## src/rtl/rep_div_cell.sv

```systemverilog
// One restoring-division cell: decides one quotient bit and hands the
// partial remainder, divisor, quotient and overflow flag to the next cell.
// Depends on nothing beyond its parameters.
`timescale 1ns / 1ps

module rep_div_cell #(
  parameter int RW  = 49,
  parameter int DW  = 26,
  parameter int QW  = 17,
  parameter int BIT = 0
) (
  input  logic          clk_i,
  input  logic          en_i,
  input  logic [RW-1:0] rem_i,
  input  logic [DW-1:0] den_i,
  input  logic [QW-1:0] quo_i,
  input  logic          big_i,
  output logic [RW-1:0] rem_o,
  output logic [DW-1:0] den_o,
  output logic [QW-1:0] quo_o,
  output logic          big_o
);

  logic [RW-1:0] sub_w;
  logic          take_w;
  logic [RW-1:0] rem_d;
  logic [QW-1:0] quo_d;
  logic [RW-1:0] rem_q;
  logic [DW-1:0] den_q;
  logic [QW-1:0] quo_q;
  logic          big_q;

  assign sub_w  = RW'(den_i) << BIT;
  assign take_w = (rem_i >= sub_w);
  assign rem_d  = take_w ? (rem_i - sub_w) : rem_i;
  assign quo_d  = quo_i | (QW'(take_w) << BIT);

  always_ff @(posedge clk_i) begin
    if (en_i) begin
      rem_q <= rem_d;
      den_q <= den_i;
      quo_q <= quo_d;
      big_q <= big_i;
    end
  end

  assign rem_o = rem_q;
  assign den_o = den_q;
  assign quo_o = quo_q;
  assign big_o = big_q;

endmodule
```

## config.mk

```make
export PLATFORM = sky130hd
export DESIGN_NAME = rep_div_cell
export DESIGN_NICKNAME = d
export VERILOG_FILES = /design/src/rtl/rep_div_cell.sv
export SDC_FILE = /design/constraint.sdc
export NUM_CORES = 1
export LEC_CHECK = 0
export BUFFER_PORTS_ARGS = -buffer_cell sky130_fd_sc_hd__buf_2
export CAP_MARGIN = 20
export CORE_UTILIZATION = 50
export DETAILED_ROUTE_END_ITERATION = 12
export GPL_ROUTABILITY_DRIVEN = 0
export GPL_TIMING_DRIVEN = 1
export PLACE_DENSITY_LB_ADDON = 0.25
export SLEW_MARGIN = 25
export SYNTH_ARGS = -nofsm -noshare
export SYNTH_HDL_FRONTEND = slang
export SYNTH_SLANG_ARGS = --single-unit
```

## constraint.sdc

```tcl
create_clock -name clk_i -period 4.7 [get_ports clk_i]
set_input_delay 0.94 -clock clk_i [delete_from_list [all_inputs] [get_ports clk_i]]
set_output_delay 0.94 -clock clk_i [all_outputs]
set_load 0.02 [all_outputs]
```

==> results by group, run 1 <==
Drt
  • Final Routed Wirelength: 12,000 um
  • Post-route ant nets: 0
  • Met3 WL: 832 um
  • DRC violations left: 2
  • Drt via density: 5.454
  • Top Layer Used: met4
  • Starting DRC count in detailed routing: 255
  • Routed WL per cell: 15.25 um
  • Initial DRT Pass Iterations: 9
  • DRT met1 WL: 5350 um
  • Via count: 4,292
  • Met2 WL: 5678 um

Run status
  • Run status: complete, but fails checks
  • Failing checks: design-rule violations

CTS
  • Max Root-Sink Buffers: 2
  • Clk slew on worst S/H paths: 0.10 ns
  • Clock Sinks: 93
  • Hold buffers post-CTS: 0
  • Post_cts resized: 0
  • CTS Root Cell: clkbuf_8
  • CTS Buf Count: 9
  • Post-CTS setup buffer count: 0
  • CTS tree: yes
  • Htree depth: 3

STA
  • # setup viols final: 0
  • RSZ-0062 raised after global routing: no
  • Fmax achieved: 267.9 MHz
  • Final worst-path cycle share: 79.43%
  • Final worst slack: 0.9668 ns
  • Max-slew headroom: 48.07%
  • Worst-Margin Slew: 0.7790 ns
  • Setup_tns: 0 ns
  • Final hold violation count: 0
  • Final Max Slew Viols: 0
  • Tmin final: 3.733 ns

Yosys
  • Synthesized Nets: 587
  • Netlist Area Pre-Place: 0.005259 mm2
  • Ys async rst share: 0%
  • EDFF count, synth: 93
  • Post-synth cell types: 51
  • Synth warnings: 0
  • Sequential share of the synthesized area: 53.10%
  • #FFs+latches synth: 93
  • Post-synth top flop: edfxtp_1
  • Syn avg cell area: 11.31 um2
  • Syn Inst Count: 465

Final layout
  • FF+latch area: 0.002793 mm2
  • Final net count: 768
  • Area grow syn2layout: 23.98%
  • ANT cells: 0
  • Area occupied by multi-input gates: 0.002261 mm2
  • Final cell count without fillers: 787
  • Share of cells above drive strength 1: 34.10%
  • Fillcell total: 871

GRT
  • Pin count of the biggest net entering global routing: 64
  • Antenna violations before repair: 0
  • Total gr overflow: 0
  • Total Routing Usage GR: 22.32%
  • Vias in the first global route: 3,993
  • Global-route wire length before repair: 19,180 um

Pwr
  • Pwr per Cell Area: 328.0 mW/mm2
  • Seq pwr share: 48.5%
  • Net load switching power: 0.6628 mW
  • Int Pwr: 1.476 mW
  • Clock power share: 26.2%
  • Combinational share of power: 25.3%
  • LEAKAGE: 2.782 nW
  • VDD IR-drop max: 0.1590 mV
  • PnR Total Power: 2.139 mW
  • Switching share of power: 30.99%

Floorplanning
  • Die H: 104.6 um
  • Core Region: 0.01028 mm2
  • Row count: 37
  • Initial Util: 51.17%
  • Ports: 188
  • Die width: 104.6 um
  • Full die area: 0.01093 mm2

Setup path
  • Worst-path maximum fanout: 9
  • Crit path capture type: flip-flop
  • WP data required: 4.81 ns
  • CP Class: in2reg
  • Critical Path Start Type: input pin
  • Crit path from: rem_i[0]
  • Worst EP arrival: 3.85 ns

Hold path
  • Worst min path class: in2reg
  • Hold Startpoint: quo_i[7]

Placed design
  • Pre-CTS setup slack: 0.6249 ns
  • Port Buffers: 187
  • Placed cells: 771
  • Post-DP HPWL: 9216 um

Run
  • Max-cap violations: 0
## cell families (layout without fill, tap and decap cells)
logic type	after synthesis	in the layout	synth area share, %
AOI/OAI and AO/OA	107	107	13.18
xor gates and xnor gates	46	46	7.661
adders and majority gates	27	27	6.567
buffers and inverters	53	239	3.902
DFF	93	93	53.10
muxes	9	9	1.927
and+or+nand+nor	130	130	13.66
## path summary, 6_finish.rpt
check / slack, ns / cells past startpoint / to
worst max-delay path: 0.97 / 13 / rem_o[40]
worst min-delay path: 0.74 / 1 / quo_o[7]
## flip-flops by register name, indices dropped and copies added (netlist names)
name   cells
quo_o     17
big_o      1
rem_o     49
den_o     26
## cell type report
| type | count | area share, % |
|---|---|---|
| Sequential cell | 93 | 42.83 |
| Inverter | 31 | 1.785 |
| Clock inverter | 7 | 1.228 |
| Timing Repair Buffer | 192 | 14.97 |
| Tap cell | 136 | 2.610 |
| Clock buffer | 9 | 1.900 |
| Multi-Input combinational cell | 319 | 34.68 |
## metal layers
metal  global-route usage, %  vias to the layer above
met5                       0                        -
met4                   6.327                        0
met3                   4.866                       10
met2                   36.09                      189
met1                   30.24                     2017
li1                        -                     2076
## worst max-delay path: stages
cell       delay (ns)
buf_2            0.10
inv_1            0.05
ha_1             0.16
inv_1            0.07
fa_1             0.41
a21o_1           0.19
a221oi_1         0.55
o211ai_1         0.22
a31oi_1          0.33
o21a_1           0.22
o2111ai_4        0.24
nor4_2           0.26
xor2_1           0.10
## through the flow
step,hold slack (ns),instance area [um2],utilization (%)
global route,0.7065,6520,63.44
global placement,1.117,6316,61.46
finish,0.7382,6520,63.44
detailed placement,1.118,6316,61.46
CTS,0.7236,6520,63.44
floorplan,1.039,5259,-
## cells in the final DEF (no fill, tap or decap), drive strengths merged, types with 3 or more instances in the layout
cell type	instances
inv	35
ha	26
a21oi	45
and3	4
nor4	13
nor2b	3
a21o	9
mux2	9
or4	3
xor2	28
nor3	8
nand4	5
xnor2	18
a211oi	3
or2	3
nand3	11
clkbuf	9
o2111ai	3
nand2b	5
buf	192
or3	13
nand2	24
o21a	3
a31oi	7
edfxtp	93
o21bai	5
nor2	33
o21ai	19
and4	3
## power groups by stage
stage	logic (mW)	registers (mW)	clock network, mW
after floorplan	0.224	1.17	0
after global placement	0.532	1.06	0
after detailed placement	0.537	1.06	0
after CTS	0.541	1.04	0.572
after global routing	0.587	1.05	0.604
final	0.541	1.04	0.560
## Yosys cell counts, types with 4 or more instances
cell type	count	area [um2]
nand3_1	10	50.05
nor3_1	6	30.03
nor4_2	6	75.07
nor2_1	33	123.9
nand2_1	24	90.09
xor2_1	28	245.2
inv_1	31	116.4
a21oi_1	45	225.2
o21bai_1	5	37.54
ha_1	26	325.3
nand2b_1	5	31.28
mux2_1	9	101.4
edfxtp_1	93	2793
buf_2	5	25.02
or3_1	12	75.07
a21o_1	9	67.56
nor4_1	7	43.79
and3_1	4	25.02
nand4_1	5	31.28
a31oi_1	6	37.54
o21ai_0	15	75.07
clkbuf_1	16	60.06
xnor2_1	18	157.7
(Power assumes the default switching activity.)
==> inputs of run 2 (changes only) <==
--- a/config.mk
+++ b/config.mk
@@ -7,7 +7,7 @@
 export LEC_CHECK = 0
 export BUFFER_PORTS_ARGS = -buffer_cell sky130_fd_sc_hd__buf_2
 export CAP_MARGIN = 20
-export CORE_UTILIZATION = 50
+export CORE_UTILIZATION = 46
 export DETAILED_ROUTE_END_ITERATION = 12
 export GPL_ROUTABILITY_DRIVEN = 0
 export GPL_TIMING_DRIVEN = 1
==> constraint.sdc (replaced) <==
create_clock -name clk_i -period 3.1 [get_ports clk_i]
set_input_delay 0.62 -clock clk_i [delete_from_list [all_inputs] [get_ports clk_i]]
set_output_delay 0.62 -clock clk_i [all_outputs]
set_load 0.02 [all_outputs]
==> run 2 against run 1 <==
  * The run now ends clean
  * Core utilization increased by 3.9 points
  * Sequential power increased by 52%
  * Final area increased by 14%
  * Sequential cell count unchanged
  * Total power increased by 70%
  * Via count increased by 5.0%
  * Die area increased by 8.5%
==> results by group, run 2 (synthesis gave the netlist of run 1 again) <==
Placed design
  • Port Buffers: 187
  • Post-DP HPWL: 10,650 um

STA
  • Fin Hold WS: 0.4479 ns
  • Max-slew headroom: 62.21%
  • Fmax achieved: 335.6 MHz
  • Final hold violation count: 0
  • Worst-Margin Slew: 0.5668 ns
  • Final Max Slew Viols: 0
  • RSZ-0062 raised after global routing: yes
  • Tmin final: 2.979 ns
  • Final worst-path cycle share: 96.11%
  • # setup viols final: 0

Drt
  • DRC violations left: 0
  • Starting DRC count in detailed routing: 216
  • Initial DRT Pass Iterations: 4
  • Via count: 4,506
  • Drt via density: 5.162
  • Top Layer Used: met4
  • Routed WL per cell: 15.53 um
  • Met3 WL: 944 um
  • Post-route ant nets: 0
  • DRT met1 WL: 5719 um
  • Final Routed Wirelength: 13,560 um
  • Met2 WL: 6800 um

Run status
  • Run status: complete, no violations

Floorplanning
  • Initial Util: 47.88%
  • Die H: 108.9 um
  • Die width: 108.9 um
  • Full die area: 0.01186 mm2
  • Ports: 188
  • Core Region: 0.01098 mm2
  • Row count: 38

Setup path
  • Crit path capture type: flip-flop
  • Critical Path Start Type: input pin
  • CP Class: in2reg
  • Worst-path maximum fanout: 5
  • Worst EP arrival: 3.07 ns
  • WP data required: 3.19 ns

Pwr
  • Pwr per Cell Area: 491.7 mW/mm2
  • VDD IR-drop max: 0.3607 mV
  • PnR Total Power: 3.639 mW
  • LEAKAGE: 3.284 nW

Final layout
  • FF+latch area: 0.002793 mm2
  • ANT cells: 0
  • Final net count: 851
  • Final Util: 67.38%
  • Max reg flops: 49
  • Share of cells above drive strength 1: 43.52%
  • Area occupied by multi-input gates: 0.002366 mm2
  • Fillcell total: 882
  • Area grow syn2layout: 40.73%
  • Most common cell after layout, fill and taps aside: buf_2
  • Commonest cells after routing, fill and taps aside: buf_2 (186), edfxtp_1 (93), buf_4 (85)

CTS
  • Hold buffers post-CTS: 0
  • CTS Buf Count: 9
  • Htree depth: 3
  • CTS tree: yes
  • Clock Sinks: 93
  • Clk slew on worst S/H paths: 0.06 ns
  • CTS Root Cell: clkbuf_16
  • Max Root-Sink Buffers: 2

GRT
  • Total Routing Usage GR: 23.45%
  • Total gr overflow: 0
  • Global-route wire length before repair: 21,160 um
  • Pin count of the biggest net entering global routing: 53
  • Vias in the first global route: 4,542
  • Antenna violations before repair: 0

Hold path
  • Worst min path class: in2reg

Run
  • Max-cap violations: 0
[run 2: cell count changes in the layout (fill, tap and decap cells not counted), moves of 4 or more]
| cell | delta |
|---|---|
| buf_4 | +79 |
| clkbuf_16 | +9 |
| clkbuf_8 | -9 |
| ha_1 | -4 |
| nor4_4 | +4 |
[run 2: repair_timing]
| item | in CTS | in global routing |
|---|---|---|
| setup buffers | 0 | 4 |
| setup endpoints to repair | 0 | 15 |
| gates resized for setup | 0 | 10 |
[run 2: where the power goes]
group          internal, mW  switching (mW)
Clock                 0.629           0.475
Sequential             1.54          0.0340
Combinational         0.408           0.548
Total                  2.58            1.06
[run 2: path summary, 6_finish.rpt]
check	startpoint	end	cells past startpoint
hold / removal	quo_i[7]	quo_o[7]	1
setup / recovery	rem_i[0]	rem_o[46]	14
[run 2: critical path: stages]
cell and delay (ns):
buf_2 0.11, inv_1 0.05, ha_1 0.17, inv_1 0.06, fa_1 0.37, a21o_1 0.19
a221oi_2 0.27, o211ai_1 0.14, a31oi_1 0.24, o21a_1 0.22, o2111ai_4 0.15, buf_12 0.18
nor3_2 0.18, xor2_1 0.10
[run 2: final cells by class]
type                            instances  share of cell area (%)
Multi-Input combinational cell        319                   31.97
Tap cell                              140                   2.367
Timing Repair Buffer                  275                   22.16
Clock inverter                          6                  0.9467
Sequential cell                        93                   37.73
Inverter                               31                   1.775
Clock buffer                            9                   3.043
[run 2: layer usage]
metal | GRT usage (%) | vias to the layer above
met4 | 7.432 | 0
li1 | - | 2245
met1 | 28.74 | 2102
met5 | 0 | -
met3 | 5.380 | 8
met2 | 40.66 | 151
[run 2: through the flow]
| stage | worst slack, ns | TNS, ns | instance area [um2] | cells |
|---|---|---|---|---|
| detailed placement | -0.2658 | -6.203 | 7009 | 854 |
| global route | -0.03521 | -0.1346 | 7401 | 873 |
| global placement | -0.2050 | -3.931 | 7009 | 854 |
| floorplan | -0.02373 | -0.02373 | 5363 | 465 |
| finish | 0.1206 | 0 | 7401 | 873 |
| CTS | 0.1014 | 0 | 7305 | 869 |
